==> src/design/lgg_pkg.sv <==
`timescale 1ns / 1ps
// ----------------------------------------------------------------------------
// lgg_pkg: shared types and constants of the life grid generation block
// Grid size, field widths, function codes and sequencer states.
// ----------------------------------------------------------------------------
package lgg_pkg;

  localparam int GRID_WIDTH  = 64;
  localparam int GRID_HEIGHT = 64;

  localparam int FuncW  = 2;
  localparam int RowW   = 6;
  localparam int CellsW = 64;
  localparam int GenW   = 32;

  localparam int AddrW  = (GRID_HEIGHT > 1) ? $clog2(GRID_HEIGHT) : 1;

  localparam logic [FuncW-1:0] FUNC_WRITE   = 2'd0;
  localparam logic [FuncW-1:0] FUNC_READ    = 2'd1;
  localparam logic [FuncW-1:0] FUNC_ADVANCE = 2'd2;

  typedef enum logic [1:0] {
    ST_IDLE,
    ST_READ,
    ST_ADV_FIRST,
    ST_ADV_ROW
  } state_e;

  typedef logic [GRID_WIDTH-1:0] grid_row_t;

endpackage

==> src/design/lgg_row_unit.sv <==
`timescale 1ns / 1ps
// ----------------------------------------------------------------------------
// lgg_row_unit: next-generation rule for one grid row
// Counts the eight neighbours of every column (columns wrap) and applies B3/S23.
// ----------------------------------------------------------------------------
module lgg_row_unit (
  input  lgg_pkg::grid_row_t above_i,
  input  lgg_pkg::grid_row_t cur_i,
  input  lgg_pkg::grid_row_t below_i,
  output lgg_pkg::grid_row_t next_o
);

  localparam int W = lgg_pkg::GRID_WIDTH;

  always_comb begin
    int       lc;
    int       rc;
    logic [3:0] n;
    next_o = '0;
    for (int c = 0; c < W; c++) begin
      lc = (c == 0) ? W - 1 : c - 1;
      rc = (c == W - 1) ? 0 : c + 1;
      n  = 4'(above_i[lc]) + 4'(above_i[c]) + 4'(above_i[rc])
         + 4'(cur_i[lc]) + 4'(cur_i[rc])
         + 4'(below_i[lc]) + 4'(below_i[c]) + 4'(below_i[rc]);
      next_o[c] = (n == 4'd3) || (cur_i[c] && (n == 4'd2));
    end
  end

endmodule

==> config.mk <==
export PLATFORM = sky130hd
export DESIGN_NAME = lgg_row_unit
export DESIGN_NICKNAME = d
export VERILOG_FILES = /design/src/design/lgg_pkg.sv /design/src/design/lgg_row_unit.sv
export SDC_FILE = /design/constraint.sdc
export NUM_CORES = 1
export LEC_CHECK = 0
export ABC_AREA = 1
export BUFFER_PORTS_ARGS = -buffer_cell sky130_fd_sc_hd__buf_4
export CAP_MARGIN = 20
export CELL_PAD_IN_SITES_DETAIL_PLACEMENT = 0
export CELL_PAD_IN_SITES_GLOBAL_PLACEMENT = 2
export CORE_MARGIN = 10
export CORE_UTILIZATION = 33
export DETAILED_ROUTE_END_ITERATION = 10
export PLACE_DENSITY = 0.9
export REMOVE_ABC_BUFFERS = 1
export SYNTH_ARGS = -nofsm -noshare
export SYNTH_HDL_FRONTEND = slang
export SYNTH_SLANG_ARGS = --single-unit
==> constraint.sdc <==
create_clock -name vclk -period 3.05
set_input_delay 0.1525 -clock vclk [all_inputs]
set_output_delay 0.1525 -clock vclk [all_outputs]
set_load 0.02 [all_outputs]
==> flow_metrics.env, run 1 <==
export IMPL_fin_util=0.467
export IMPL_synth_area_per_cell_sq_um=7.89
export IMPL_ir_worst_vdd_mv=0.230
export IMPL_maxSlewHeadroom=0.845
export IMPL_wl_per_cell_microns=12.4
export IMPL_setup_viol=2
export IMPL_wl_microns=28400
export IMPL_hold_viol=0
export IMPL_fp_row_count=68
export IMPL_startpoint="above_i[47]"
export IMPL_drive_above_1_share=0.341
export IMPL_post_route_period_util=1.00
export IMPL_die_w_microns=208
export IMPL_violations="negative setup slack"
export IMPL_grt_max_degree=4
export IMPL_startpoint_type="input pin"
export IMPL_max_freq_mhz=327
export IMPL_antenna_found_initial=2
export IMPL_nFillCells=3451
export IMPL_antenna_left=0
export IMPL_syn2layout_area_growth_pct=39.3
export IMPL_start_util=0.335
export IMPL_yosysWarningCount=0
export IMPL_seq_area_frac_synth=0
export IMPL_portBuffers=256
export IMPL_final_max_slew_viol_count=0
export IMPL_hold_path_class="in2out"
export IMPL_overflow=0
export IMPL_netlist_area_sq_um=11600
export IMPL_period_minus_slack_ns=3.06
export IMPL_n_clock_buffer=0
export IMPL_gp_congestion=0.827
export IMPL_diodes=0
export IMPL_cp_max_fo=2
export IMPL_vias=9620
export IMPL_worstPathRequired_ns=2.90
export IMPL_first_global_vias=10499
export IMPL_grt_use_total=0.131
export IMPL_drc=0
export IMPL_multiInputGateArea_sq_um=9880
export IMPL_final_seq_area_sq_um=0
export IMPL_outcome="finished with violations"
export IMPL_power_mw=6.29
export IMPL_syn_inst=1471
export IMPL_grt_pass1_wl_microns=49000
export IMPL_numSequentialCells=0
export IMPL_drt_pass1_iter_count=4
export IMPL_powerDensity_nw_per_um2=389
export IMPL_design_core_area_sq_um=34600
export IMPL_critPathCapture="next_o[47]"
export IMPL_place_worst_setup_slack_ns=-0.157
export IMPL_grt_setup_unrepaired="yes"
export IMPL_die_area_sq_um=43100
export IMPL_dp_hpwl_microns=27100
export IMPL_vias_per_cell=4.19
export IMPL_crit_type="in2out"
export IMPL_tightest_slew_ns=0.233
export IMPL_synth_cell_types=6
export IMPL_drtIter0Drc=227
export IMPL_fp_dieH_microns=208
export IMPL_setup_slack_ns=-0.00886
export IMPL_arrival_ns=2.91
export IMPL_max_cap_violations=0
export IMPL_cp_end_kind="output pin"
export IMPL_finalNetCount=2483
export IMPL_pin_count=256
export IMPL_power_leakage_nw=9.01
export IMPL_holdWs_ns=0.790
final cells by class:
cell class                      instances  share of cell area
Inverter                              639               0.157
Multi-Input combinational cell        832               0.611
Tap cell                              455              0.0352
Timing Repair Buffer                  370               0.196
placed cells by master (no fill, tap or decap), types with 53 or more instances in the layout:
master	count
a21oi_2	55
buf_4	279
buf_6	76
fa_1	250
ha_1	134
inv_1	524
inv_2	60
inv_4	53
nand2_1	192
nand3_1	107
logic make-up after synthesis:
| logic type | synth area share |
|---|---|
| buf+inv | 0.207 |
| fa+ha+maj | 0.648 |
| simple gates | 0.117 |
| compound gates | 0.0276 |
metrics by stage:
stage                     cell area [sq um]  instances   TNS, ns
after floorplan                       11600       1471         0
after global placement                15000       2296     -2.85
after detailed placement              15000       2296     -3.60
after CTS                             15400       2296    -0.172
after global routing                  16200       2296     -2.33
final                                 16200       2296  -0.00914
worst max-delay path, cell delays in order:
cell and delay [ns]:
buf_8 0.08, inv_4 0.04, fa_1 0.55, fa_1 0.45
fa_1 0.56, inv_2 0.05, ha_4 0.16, fa_1 0.50
nand3_1 0.08, a21oi_2 0.14, buf_6 0.14
worst min path at each step:
stage                         from   endpoint  slack, ns  cells after the start
after floorplan           cur_i[0]  next_o[0]       0.59                      4
after detailed placement  cur_i[1]  next_o[1]       0.88                      6
final                     cur_i[1]  next_o[1]       0.79                      6
after CTS                 cur_i[1]  next_o[1]       0.81                      6
after global placement    cur_i[1]  next_o[1]       0.88                      6
after global routing      cur_i[1]  next_o[1]       0.85                      6
timing repair:
item	CTS	global route
pin swaps	51	66
hold buffers	0	0
setup endpoints to repair	57	64
gates resized for setup	217	222
setup buffers	0	0
cells in the mapped netlist:
| master | number | area (sq um) |
|---|---|---|
| inv_1 | 639 | 2400 |
| fa_1 | 256 | 5120 |
| ha_1 | 192 | 2400 |
| nand2_1 | 192 | 721 |
| nand3_1 | 128 | 641 |
| a21oi_1 | 64 | 320 |
report_power, final:
part / internal [mW] / switching, mW
Combinational: 2.91 / 3.38
Sequential: 0 / 0
Clock: 0 / 0
routing by layer:
| layer | global-route usage | part of all wire |
|---|---|---|
| met1 | 0.175 | 0.45 |
| met3 | 0.0269 | 0.059 |
| met5 | 0 | 0.00074 |
| met2 | 0.226 | 0.48 |
| met4 | 0.00151 | 0.0013 |
(Power assumes the default switching activity.)
==> run 2: changes to the inputs <==
Settings changed: CORE_UTILIZATION 33 to 36, PLACE_DENSITY 0.9 to 0.95.
Clock period 3.05 ns to 3.8 ns, I/O delays scaled along.
==> flow_metrics.env, run 2 (same netlist as run 1, synthesis figures left out) <==
export IMPL_tns_ns=0
export IMPL_n_clock_buffer=0
export IMPL_max_freq_mhz=304
export IMPL_fp_row_count=65
export IMPL_start_util=0.366
export IMPL_wl_microns=26600
export IMPL_final_max_slew_viol_count=0
export IMPL_ctsResizeCount=0
export IMPL_wl_per_cell_microns=12.5
export IMPL_syn2layout_area_growth_pct=20.9
export IMPL_pin_count=256
export IMPL_overflow=0
export IMPL_gr_usage_met3=0.0256
export IMPL_tightest_slew_ns=0.282
export IMPL_grt_max_degree=4
export IMPL_hold_viol=0
export IMPL_worstPathRequired_ns=3.61
export IMPL_gp_congestion=0.829
export IMPL_cp_max_fo=2
export IMPL_cp_slowest_stage_delay_ns=0.56
export IMPL_arrival_ns=3.10
export IMPL_grt_pass1_wl_microns=44600
export IMPL_crit_slowest_cell="fa_1"
export IMPL_maxSlewHeadroom=0.812
export IMPL_antenna_found_initial=2
export IMPL_post_route_period_util=0.866
export IMPL_postCtsHoldBufs=0
export IMPL_ir_worst_vdd_mv=0.170
export IMPL_internal_power_mw=1.85
export IMPL_cp_common_cell="fa_1"
export IMPL_pwr_share_clk=0
export IMPL_setup_slack_ns=0.510
export IMPL_swShare=0.562
export IMPL_busiest_layer="met2"
export IMPL_die_w_microns=200
export IMPL_finalNetCount=2369
export IMPL_final_seq_area_sq_um=0
export IMPL_grt_use_total=0.133
export IMPL_vias=9071
export IMPL_seq_power_share=0
export IMPL_dp_hpwl_microns=26100
export IMPL_cp_end_kind="output pin"
export IMPL_fp_dieH_microns=200
export IMPL_period_minus_slack_ns=3.29
export IMPL_post_cts_buffers=0
export IMPL_antenna_left=0
export IMPL_startpoint_type="input pin"
export IMPL_die_area_sq_um=39800
export IMPL_crit_type="in2out"
export IMPL_switchingPower_mw=2.38
export IMPL_layout_common_cells="inv_1 (639), fa_1 (256), buf_4 (256)"
export IMPL_vias_per_cell=4.26
export IMPL_p_comb_frac=1.000
export IMPL_grt_setup_unrepaired="no"
export IMPL_setup_viol=0
export IMPL_final_common_cell="inv_1"
export IMPL_design_core_area_sq_um=31700
export IMPL_path_cells="buf_4 > inv_1 > fa_1 > fa_1 > fa_1 > inv_1 > ha_1 > fa_1 > nand3_1 > a21oi_1 > buf_4"
export IMPL_portBuffers=256
export IMPL_drc=0
export IMPL_max_cap_violations=0
export IMPL_hold_path_class="in2out"
export IMPL_outcome="finished clean"
export IMPL_first_global_vias=9709
export IMPL_drt_pass1_iter_count=6
export IMPL_drtIter0Drc=247
export IMPL_power_leakage_nw=8.48
export IMPL_grtUsageMet1=0.172
export IMPL_drive_above_1_share=0.148
export IMPL_met2_usage=0.238
export IMPL_numSequentialCells=0
export IMPL_powerDensity_nw_per_um2=302
export IMPL_place_worst_setup_slack_ns=0.518
[run 2: cell types whose count changed in the layout (fill, tap and decap cells not counted), sizes merged]
cell,before,now
buf,370,256
clkinvlp,1,0
inv,638,639
diode,0,2
[run 2: cell type report]
| class | count | area [sq um] |
|---|---|---|
| inverter | 639 | 2400 |
| timing repair buffer | 256 | 1920 |
| antenna | 2 | 5.00 |
| tap | 402 | 503 |
| fill | 3269 | 17700 |
| multi-input combinational | 832 | 9210 |
[run 2: critical path: cells and delay by family]
kind                       cells  cell delay, ns
buffers and inverters          4            0.42
adders and majority gates      5            2.18
AOI/OAI and AO/OA              1            0.23
and+or+nand+nor                1            0.08
[run 2: metal layers]
layer,vias up,wire length [microns]
li1,4686,-
met4,2,42
met1,4200,11800
met3,6,1980
met2,177,12700
met5,-,13
[run 2: worst paths after layout]
| kind | to | startpoint | cells after the start | slack, ns |
|---|---|---|---|---|
| setup / recovery | next_o[54] | above_i[53] | 11 | 0.51 |
| hold / removal | next_o[1] | cur_i[1] | 6 | 0.92 |
[run 2: stage by stage]
| step | cells | hold slack (ns) | utilization | instance area [sq um] | power [mW] |
|---|---|---|---|---|---|
| 6_report | 2131 | 0.916 | 0.443 | 14000 | 4.23 |
| 5_1_grt | 2129 | 0.966 | 0.442 | 14000 | 4.94 |
| 4_1_cts | 2129 | 0.920 | 0.442 | 14000 | 4.34 |
| 3_5_place_dp | 2129 | 0.919 | 0.442 | 14000 | 4.30 |
| 3_3_place_gp | 2129 | 0.922 | 0.442 | 14000 | 4.18 |
| 2_1_floorplan | 1471 | 0.662 | - | 11600 | 2.95 |
[run 2: power groups by stage]
| stage | clock [mW] | combinational, mW | sequential (mW) |
|---|---|---|---|
| finish | 0.0000000704 | 4.23 | 0 |
| global route | 0 | 4.94 | 0 |
| CTS | 0 | 4.34 | 0 |
| detailed placement | 0 | 4.30 | 0 |
| global placement | 0 | 4.18 | 0 |
| floorplan | 0 | 2.95 | 0 |
==> run 3: changes to the inputs <==
Settings changed: PLACE_DENSITY 0.95 to default, PLACE_DENSITY_LB_ADDON from default to 0.1.
==> flow_metrics.env, run 3 (same netlist as run 1, synthesis figures left out) <==
export IMPL_fin_cells=2131
export IMPL_ctsResizeCount=0
export IMPL_max_freq_mhz=303
export IMPL_drc=0
export IMPL_crit_type="in2out"
export IMPL_tns_ns=0
export IMPL_n_clock_buffer=0
export IMPL_finalNetCount=2369
export IMPL_antenna_found_initial=3
export IMPL_post_route_period_util=0.868
export IMPL_fp_row_count=65
export IMPL_antenna_left=0
export IMPL_start_util=0.366
export IMPL_post_route_cell_area_sq_um=14000
export IMPL_ir_worst_vdd_mv=0.132
export IMPL_numSequentialCells=0
export IMPL_pin_count=256
export IMPL_grt_setup_unrepaired="no"
export IMPL_worstPathRequired_ns=3.61
export IMPL_postCtsHoldBufs=0
export IMPL_cp_end_kind="output pin"
export IMPL_power_leakage_nw=8.48
export IMPL_arrival_ns=3.11
export IMPL_multiInputGateArea_sq_um=9210
export IMPL_final_seq_area_sq_um=0
export IMPL_setup_viol=0
export IMPL_die_area_sq_um=39800
export IMPL_tightest_slew_ns=0.280
export IMPL_fp_dieH_microns=200
export IMPL_nFillCells=3311
export IMPL_final_max_slew_viol_count=0
export IMPL_place_worst_setup_slack_ns=0.465
export IMPL_vias_per_cell=4.17
export IMPL_first_global_vias=9807
export IMPL_portBuffers=256
export IMPL_hold_path_class="in2out"
export IMPL_layout_common_cells="inv_1 (639), fa_1 (256), buf_4 (256)"
export IMPL_grt_max_degree=4
export IMPL_drive_above_1_share=0.148
export IMPL_overflow=0
export IMPL_place_inst=2129
export IMPL_post_dp_cell_area_sq_um=14000
export IMPL_post_cts_buffers=0
export IMPL_maxSlewHeadroom=0.813
export IMPL_power_mw=4.22
export IMPL_gp_congestion=0.810
export IMPL_max_cap_violations=0
export IMPL_startpoint_type="input pin"
export IMPL_drt_pass1_iter_count=4
export IMPL_grt_use_total=0.136
export IMPL_drtIter0Drc=167
export IMPL_grt_pass1_wl_microns=45200
export IMPL_hold_viol=0
export IMPL_wl_microns=26500
export IMPL_wl_per_cell_microns=12.5
export IMPL_design_core_area_sq_um=31700
export IMPL_period_minus_slack_ns=3.30
export IMPL_powerDensity_nw_per_um2=301
export IMPL_dp_hpwl_microns=26200
export IMPL_die_w_microns=200
export IMPL_syn2layout_area_growth_pct=20.9
export IMPL_vias=8895
export IMPL_cp_max_fo=3
export IMPL_outcome="finished clean"
export IMPL_final_common_cell="inv_1"
export IMPL_setup_slack_ns=0.503
==> run 3: cell counts in the layout (fill, tap and decap cells not counted) <==
No cell type changed its count.
==> run 3: final timing paths <==
kind | startpoint | to | slack [ns] | cells past startpoint
max | cur_i[24] | next_o[25] | 0.50 | 11
min | cur_i[8] | next_o[8] | 0.91 | 6
==> run 3: metal layers <==
metal	vias to the layer above	share of wire	GRT usage
li1	4678	-	-
met1	4066	0.46	0.174
met2	139	0.48	0.244
met3	8	0.053	0.0232
met4	4	0.0044	0.00561
met5	-	0.0015	0
==> run 3: critical path, stage by stage <==
cell     delay (ns)
buf_4          0.11
inv_1          0.15
fa_1           0.45
fa_1           0.48
fa_1           0.49
inv_1          0.04
ha_1           0.20
fa_1           0.48
nand3_1        0.07
a21oi_1        0.24
buf_4          0.20
==> run 3: per-stage QoR <==
stage,hold WS [ns],utilization
floorplan,0.662,-
global placement,0.931,0.442
detailed placement,0.925,0.442
CTS,0.927,0.442
global route,0.972,0.442
finish,0.911,0.443
==> run 3: cell type report <==
class,instances,area share
Antenna cell,2,0.000357
Inverter,639,0.171
Multi-Input combinational cell,832,0.656
Tap cell,402,0.0358
Timing Repair Buffer,256,0.137
==> run 3: where the power goes <==
group,switching (mW),internal [mW],total [mW]
Sequential,0,0,0
Clock,0,0.0000000707,0.0000000707
Combinational,2.37,1.85,4.22
Total,2.37,1.85,4.22
