===== src/design/lgg_ram.sv =====
`timescale 1ns / 1ps
// ----------------------------------------------------------------------------
// lgg_ram: generic simple dual-port RAM
// One write port and one read port, registered read data.
// ----------------------------------------------------------------------------
module lgg_ram #(
  parameter int Width = 8,
  parameter int Depth = 16
) (
  input  logic                                      clk_i,
  input  logic                                      we_i,
  input  logic [((Depth > 1) ? $clog2(Depth) : 1)-1:0] waddr_i,
  input  logic [Width-1:0]                          wdata_i,
  input  logic                                      re_i,
  input  logic [((Depth > 1) ? $clog2(Depth) : 1)-1:0] raddr_i,
  output logic [Width-1:0]                          rdata_o
);

  logic [Width-1:0] mem_q [Depth];

  always_ff @(posedge clk_i) begin
    if (we_i) begin
      mem_q[waddr_i] <= wdata_i;
    end
    if (re_i) begin
      rdata_o <= mem_q[raddr_i];
    end
  end

endmodule


===== config.mk =====
export PLATFORM = sky130hd
export DESIGN_NAME = lgg_ram
export DESIGN_NICKNAME = d
export VERILOG_FILES = /design/src/design/lgg_ram.sv
export SDC_FILE = /design/constraint.sdc
export NUM_CORES = 1
export LEC_CHECK = 0
export BUFFER_PORTS_ARGS = -buffer_cell sky130_fd_sc_hd__clkbuf_2
export CORE_ASPECT_RATIO = 1.75
export CORE_MARGIN = 2
export CORE_UTILIZATION = 45
export CTS_CLUSTER_DIAMETER = 50
export DETAILED_ROUTE_END_ITERATION = 8
export GPL_TIMING_DRIVEN = 0
export PLACE_DENSITY = 0.63
export SYNTH_ARGS = -nofsm -noshare
export SYNTH_HDL_FRONTEND = slang
export SYNTH_SLANG_ARGS = --single-unit

===== constraint.sdc =====
create_clock -name clk_i -period 1.75 [get_ports clk_i]
set_clock_uncertainty 0.15 [all_clocks]
set_input_delay 0.175 -clock clk_i [delete_from_list [all_inputs] [get_ports clk_i]]
set_output_delay 0.175 -clock clk_i [all_outputs]
set_load 0.02 [all_outputs]

==> results.ini, run 1 <==
[clock_network]
clock-sinks=136
cts-htree-levels=4
cts_made_buffers=17
root_buffer=clkbuf_16
clk_pin_slew_worst_paths_ns=0.06
cts_buffer_depth=2
cts_tree=done
insertion_delay_ns=0.40

[place]
numPortBuffers=25
post-dp-hpwl_um=6580
gp_congestion=0.827
place_ws_ns=-0.405
dp_cells=389
place_area_um2=5530

[finish]
diodes=0
stdcell_count=422
n_fill_cell=893
drive_above_1_share_pct=30.0
nets=293
syn2layout_area_growth_pct=16.9
final_util_pct=53.4
fin_area_um2=6110

[floorplan]
die_h_um=147
core_area_um2=11500
initial_core_util_pct=45.7
io_pins=27
rows=52
dieArea_um2=12500
die_w_um=85.5

[sta]
max_freq_ghz=0.581
finalHoldViolCount=0
finalCriticalPeriod_ns=1.72
worst_slew_pin_slew_ns=1.14
rsz0062_at_grt=no
relSlewSlack_pct=23.6
setup_violations=0
fin_crit_sh_pct=98.4
slew_violations=0
setup_ws_ns=0.0278

[route]
dr.pass1.iters=4
wl_per_cell_um=23.6
drt_iter0_drc=158
drc=0
via_per_inst=5.73
vias=2419
drtAntennaViolNets=0
drt_wl_total_um=9970

[setup_path]
cp.required_ns=1.73
worstSetupEndpointType=register
worstSetupPathType=reg -> reg
cpPeakStageDelay_ns=0.56
worstPathMaxFanout=1
critPathLaunchType=register
slowest_stage=mux4_1
crit_arrival_ns=1.71
crit_chain=mux4_1 -> a22oi_1 -> nand2_1

[pwr]
powerDensity_nw_per_um2=1210
report.power.total_w=0.00739
power_leakage_nw=2.04
irDropWorstVdd_uv=733

[logic_synthesis]
ys_ff_latch=136
synth.distinct_cells=18
yosys.area.top_type=edfxtp_1
yosysWarnings=0
ys_top_cells_by_area=edfxtp_1, mux4_2, mux4_1, a22oi_1, nor2_1
synth-main-ff-cell=edfxtp_1
synth_edf_count=136
syn_area_um2=5230
synth_commonest_cells=edfxtp_1, mux4_2, a22oi_1
syn_area_per_cell_um2=22.8
yosysTopAreaCellShare_pct=78.1
synth_nets=248
ys_seq_area_share_pct=78.1
netlist_instances=229
yosysMostFrequentCell=edfxtp_1
async_reset_ff_share_pct=0

[global_route]
met2_usage_pct=30.0
grt_pass1_wl_um=14800
grt_antenna_before_repair=0
met1_usage_pct=18.9
grt_usage_pct=17.1
use_met3_pct=4.86
grt_start_max_net_pins=17
grt_pass1_vias=2588
grt_overflow_total=0
grt.busiest_layer=met2

[min_path]
worstHoldPathType=in -> reg

[run]
cap_violations=0

[outcome]
status=finished, final reports clean

-- cell type report --
cell class | instances | area [µm²] | share of cell area (%)
clock inverter | 14 | 133 | 2.17
timing repair buffer | 26 | 135 | 2.21
tap | 135 | 169 | 2.76
sequential | 136 | 4080 | 66.8
multi-input combinational | 83 | 1080 | 17.6
clock buffer | 18 | 429 | 7.02
buffer | 10 | 86.3 | 1.41
-- worst max-delay path, delay by kind of cell, from the launching register on --
kind	cells	cell delay (ns)
flip-flops	1	0.36
AND/OR/NAND/NOR	1	0.12
AO/OA/AOI/OAI	1	0.27
multiplexers	1	0.56
-- per-layer routing --
metal	vias to the layer above	wire length (µm)
li1	1071	-
met1	1260	3710
met2	75	5590
met3	13	386
met4	0	278
met5	-	0
-- through the flow --
| stage | TNS, ns | hold WS [ns] |
|---|---|---|
| 2_1_floorplan | 0 | 0.124 |
| 3_3_place_gp | -16.66 | 0.372 |
| 3_5_place_dp | -18.23 | 0.393 |
| 4_1_cts | 0 | 0.0798 |
| 5_1_grt | 0 | 0.0779 |
| 6_report | 0 | 0.0804 |
-- final timing paths --
kind	start	to	slack [ns]	cells after the start
hold reg to reg	mem_q[8][6]	rdata_o[6]	0.62	3
setup reg to reg	mem_q[1][0]	rdata_o[0]	0.03	3
hold / removal	wdata_i[5]	mem_q[5][5]	0.08	1
setup / recovery	mem_q[1][0]	rdata_o[0]	0.03	3
-- where the power goes --
part	leakage, nW	total, W	internal [W]	switching [W]
logic	0.530	0.000365	0.000144	0.000222
registers	1.24	0.00369	0.00367	0.0000157
clock network	0.272	0.00334	0.00208	0.00126
-- repair_timing --
action                                  4_1_cts  5_1_grt
setup buffers                                 0        0
endpoints found under the hold margin         8        0
hold buffers                                  1        0
endpoints found under the setup margin        0        9
gates resized for setup                       0        2
-- flip-flops by register name (all words and copies together) (netlist names) --
| signal | cells |
|---|---|
| rdata_o | 8 |
| mem_q | 128 |
-- cell usage in the layout, fill, tap and decap left out, types with 4 or more instances in the layout --
cell type and instances:
a22oi_1 15, mux4_1 14, edfxtp_1 136, clkbuf_16 17, clkbuf_2 25, nor2_1 13
nand2_1 9, mux4_2 18, clkinv_2 4
-- logic make-up after synthesis --
kind of cell / count (synthesis) / synth area share, %
muxes: 32 / 14.8
buffers and inverters: 10 / 1.65
and+or+nand+nor: 35 / 3.14
DFF: 136 / 78.1
AOI/OAI and AO/OA: 16 / 2.30
No activity file was read; power rests on OpenSTA's default activity.
==> run 2, diff against run 1 <==
- PLACE_DENSITY: 0.63 -> default
- SLEW_MARGIN: default -> 15
==> run 2 against run 1 <==
Effect of this change:
- core utilization is essentially flat
- register-to-register slack improved by 0.03 ns
- flip-flop and latch count is the same
- power decreased by 0.48%
- worst hold slack improved by 0.0082 ns
- setup slack gained 0.030 ns
- sequential power is essentially flat
- via count is 1.7% lower
- critical path depth is the same
- critical path type unchanged
- critical endpoint is now rdata_o[3]
- largest cell class unchanged
- largest power group unchanged
==> results.ini, run 2 (same netlist as run 1, synthesis figures left out) <==
[pwr]
p_clk_share_pct=44.8
report.power.total_w=0.00735
power.switching_w=0.00158
p_sw_share_pct=21.5
p_int_w=0.00577
irDropWorstVdd_uv=885
pwr-share-comb_pct=5.1
pwr-share-seq_pct=50.1
power_leakage_nw=2.03
powerDensity_nw_per_um2=1200

[route]
drt_iter0_drc=192
via_per_inst=5.64
drt_wl_total_um=10100
vias=2378
dr.pass1.iters=4
drc=0
wl_per_cell_um=24.0
drtAntennaViolNets=0

[floorplan]
initial_core_util_pct=45.7
core_area_um2=11500
rows=52
dieArea_um2=12500
die_w_um=85.5
io_pins=27
die_h_um=147

[setup_path]
crit_arrival_ns=1.70
slowest_stage=mux4_1
worstPathMaxFanout=1
worstSetupEndpointType=register
critPathLaunchType=register
path_buf_inv=0
crit_chain=mux4_1 -> a22oi_2 -> nand2_1
crit_family=multiplexers
cpPeakStageDelay_ns=0.58
cp.required_ns=1.76
worstSetupPathType=reg -> reg

[finish]
largest_reg_flops=128
nets=293
stdcell_count=422
top_regs=mem_q (128), rdata_o (8)
syn2layout_area_growth_pct=17.0
fin_area_um2=6120
drive_above_1_share_pct=32.4
n_fill_cell=913
diodes=0
final_common_cell=edfxtp_1
largest-register=mem_q
most-common-layout-cells=edfxtp_1, clkbuf_2, mux4_2

[global_route]
grt_pass1_wl_um=15200
grt_start_max_net_pins=17
grt_antenna_before_repair=0
grt_usage_pct=17.6
grt_overflow_total=0
grt_pass1_vias=2461

[min_path]
worstHoldPathType=in -> reg

[clock_network]
post_cts_buffers=0
cts-htree-levels=4
cts_made_buffers=17
clock-sinks=136
insertion_delay_ns=0.41
cts_buffer_depth=2
cts_tree=done
root_buffer=clkbuf_16
clk_pin_slew_worst_paths_ns=0.06

[sta]
finalCriticalPeriod_ns=1.69
slew_violations=0
max_freq_ghz=0.591
finalHoldViolCount=0
fin_crit_sh_pct=96.7
setup_violations=0
fin_tns_setup_ns=0
rsz0062_at_grt=no
worst_slew_pin_slew_ns=0.828
setup_ws_ns=0.0575
relSlewSlack_pct=44.6

[place]
post-dp-hpwl_um=6570
dp_cells=389
numPortBuffers=25
gp_congestion=0.825
place_area_um2=5540
place_ws_ns=-0.244

[outcome]
status=finished, final reports clean

[run]
cap_violations=0

## run 2: cell count changes in the layout (fill, tap and decap cells not counted)
cell,previous run,this run
mux4_1,14,13
clkinvlp_4,2,3
mux4_2,18,19
clkinv_1,3,0
nor3_2,3,4
a22oi_1,15,13
clkinv_4,2,3
a22oi_2,1,3
bufinv_16,2,1
inv_6,1,3
nor3_1,1,0
## run 2: worst paths after layout
path	start	end	depth (start not counted)	slack, ns
setup / recovery	mem_q[1][3]	rdata_o[3]	3	0.06
hold / removal	wdata_i[4]	mem_q[1][4]	1	0.09
setup reg to reg	mem_q[1][3]	rdata_o[3]	3	0.06
hold reg to reg	mem_q[14][2]	rdata_o[2]	3	0.61
## run 2: final cells by class
cell class	count	area [µm²]	share of cell area (%)
multi-input cells	83	1090	17.8
clock buffers	18	429	7.02
flip-flops and latches	136	4080	66.8
plain buffers	10	86.3	1.41
clock inverters	14	125	2.05
repair buffers	26	135	2.21
well taps	135	169	2.76
## run 2: what timing repair did
item                                    4_1_cts  5_1_grt
endpoints found under the setup margin        1        3
endpoints found under the hold margin         8        0
resized for setup                             1        3
hold buffers                                  1        0
## run 2: worst reg2reg max path, stage by stage, from the launching register on
cell and delay [ns]:
edfxtp_1 0.35, mux4_1 0.58, a22oi_2 0.27, nand2_1 0.08
## run 2: power by group through the flow
stage | clock, W | sequential, W | combinational (W)
2_1_floorplan | 0 | 0.00377 | 0.000185
3_3_place_gp | 0 | 0.00375 | 0.000362
3_5_place_dp | 0 | 0.00376 | 0.000373
4_1_cts | 0.00333 | 0.00369 | 0.000377
5_1_grt | 0.00347 | 0.00369 | 0.000405
6_report | 0.00329 | 0.00369 | 0.000374
## run 2: stage by stage
step	util, %	hold slack, ns
floorplan	-	0.124
global placement	48.3	0.370
detailed placement	48.4	0.390
CTS	53.4	0.0624
global route	53.4	0.0747
finish	53.4	0.0886
## run 2: per-layer routing
| layer | routed length [µm] | up-vias | track usage, % |
|---|---|---|---|
| met5 | 0 | - | 0 |
| met4 | 150 | 0 | 6.19 |
| met3 | 351 | 13 | 4.92 |
| met2 | 5520 | 60 | 29.6 |
| met1 | 4100 | 1234 | 21.8 |
| li1 | - | 1071 | - |
==> run 3, diff against run 2 <==
- CELL_PAD_IN_SITES_DETAIL_PLACEMENT: default -> 1
- CELL_PAD_IN_SITES_GLOBAL_PLACEMENT: default -> 1
- PLACE_DENSITY_LB_ADDON: default -> 0.1
==> run 3 against run 2 <==
Effect of this change:
- global-route usage grew 1.5 points
- first-iteration DRC count decreased by 40%
- critical path depth did not move
- sequential power about the same
- maximum frequency down 0.17%
- via count increased by 0.34%
- register-to-register slack is essentially flat
- critical endpoint is now rdata_o[2]
- largest power group unchanged
==> results.ini, run 3 (same netlist as run 1, synthesis figures left out) <==
[setup_path]
worstSetupEndpointType=register
crit_family=multiplexers
crit_arrival_ns=1.70
slowest_stage=mux4_1
cp.required_ns=1.76
path_buf_inv=0
crit_chain=mux4_1 -> a22oi_2 -> nand2_1
worstSetupPathType=reg -> reg
cpPeakStageDelay_ns=0.59
worstPathMaxFanout=1
critPathLaunchType=register

[floorplan]
io_pins=27
core_area_um2=11500
initial_core_util_pct=45.7
rows=52
dieArea_um2=12500
die_h_um=147
die_w_um=85.5

[global_route]
grt_overflow_total=0
grt_start_max_net_pins=17
grt_usage_pct=19.2
grt_pass1_vias=2586
grt_antenna_before_repair=0
grt_pass1_wl_um=16400

[pwr]
powerDensity_nw_per_um2=1180
p_sw_share_pct=20.5
power_leakage_nw=2.02
pwr-share-comb_pct=5.3
pwr-share-seq_pct=51.3
p_clk_share_pct=43.4
irDropWorstVdd_uv=892
power.switching_w=0.00148
p_int_w=0.00572

[route]
wl_per_cell_um=26.0
drt_iter0_drc=115
drc=0
vias=2386
drt_wl_total_um=11000
dr.pass1.iters=4
drtAntennaViolNets=0
via_per_inst=5.67

[finish]
diodes=0
top_regs=mem_q (128), rdata_o (8)
stdcell_count=421
nets=293
largest-register=mem_q
most-common-layout-cells=edfxtp_1, clkbuf_2, mux4_2
drive_above_1_share_pct=29.7
final_common_cell=edfxtp_1
largest_reg_flops=128
syn2layout_area_growth_pct=16.4

[run]
cap_violations=0

[outcome]
status=finished, final reports clean

[sta]
fin_crit_sh_pct=96.9
slew_violations=0
setup_violations=0
finalHoldViolCount=0
worst_slew_pin_slew_ns=0.875
max_freq_ghz=0.590
relSlewSlack_pct=41.4
rsz0062_at_grt=no
setup_ws_ns=0.0547
finalCriticalPeriod_ns=1.70

[place]
place_ws_ns=-0.332
numPortBuffers=25
gp_congestion=0.745
dp_cells=389
post-dp-hpwl_um=7310

[clock_network]
root_buffer=clkbuf_16
cts_tree=done
cts-htree-levels=4
clock-sinks=136
cts_buffer_depth=2
insertion_delay_ns=0.41
clk_pin_slew_worst_paths_ns=0.06
cts_made_buffers=17

[min_path]
worstHoldPathType=in -> reg

[run 3: cell count changes in the layout (fill, tap and decap cells not counted), sizes merged]
cell / delta
clkinv: +4
inv: -3
clkinvlp: -2
[run 3: cell type report]
class | count | area, µm²
repair buffers | 26 | 135
plain buffers | 10 | 86.3
clock buffers | 18 | 429
flip-flops and latches | 136 | 4080
fillers | 1019 | 5370
well taps | 135 | 169
clock inverters | 13 | 88.8
multi-input cells | 83 | 1090
[run 3: final timing paths]
| kind | from | end | slack [ns] | depth (start not counted) |
|---|---|---|---|---|
| setup reg to reg | mem_q[1][2] | rdata_o[2] | 0.05 | 3 |
| setup / recovery | mem_q[1][2] | rdata_o[2] | 0.05 | 3 |
| hold reg to reg | mem_q[15][0] | rdata_o[0] | 0.60 | 3 |
| hold / removal | wdata_i[5] | mem_q[6][5] | 0.09 | 1 |
[run 3: timing repair]
item | 4_1_cts | 5_1_grt
setup buffers | 0 | 0
resized for setup | 1 | 2
pin swaps | 0 | 0
hold buffers | 1 | 0
setup endpoints to repair | 1 | 2
hold endpoints to repair | 8 | 0
[run 3: routing by layer]
layer / wire length, µm / track usage [%] / part of all wire, %
met5: 0 / 0 / 0
met4: 147 / 6.19 / 1.3
met1: 4500 / 24.2 / 41
met2: 6070 / 32.8 / 55
met3: 240 / 4.13 / 2.2
[run 3: power groups by stage]
| stage | combinational (W) | clock (W) | sequential, W |
|---|---|---|---|
| after detailed placement | 0.000381 | 0 | 0.00376 |
| after CTS | 0.000385 | 0.00319 | 0.00369 |
| after floorplan | 0.000185 | 0 | 0.00377 |
| after global routing | 0.000408 | 0.00331 | 0.00370 |
| final | 0.000378 | 0.00313 | 0.00369 |
| after global placement | 0.000369 | 0 | 0.00375 |
[run 3: worst register-to-register path, delay by kind of cell, from the launching register on]
| family | cells | cell delay [ns] |
|---|---|---|
| flip-flops | 1 | 0.34 |
| AND/OR/NAND/NOR | 1 | 0.08 |
| AO/OA/AOI/OAI | 1 | 0.29 |
| multiplexers | 1 | 0.59 |
[run 3: per-stage QoR]
step	power (W)	setup TNS [ns]	utilization, %	hold WS, ns	cell area [µm²]
finish	0.00719	0	53.1	0.0925	6080
global route	0.00741	0	53.1	0.0997	6080
floorplan	0.00396	0	-	0.124	5230
CTS	0.00727	0	53.0	0.0830	6070
detailed placement	0.00414	-12.25	48.4	0.415	5540
global placement	0.00412	-18.22	48.3	0.394	5530
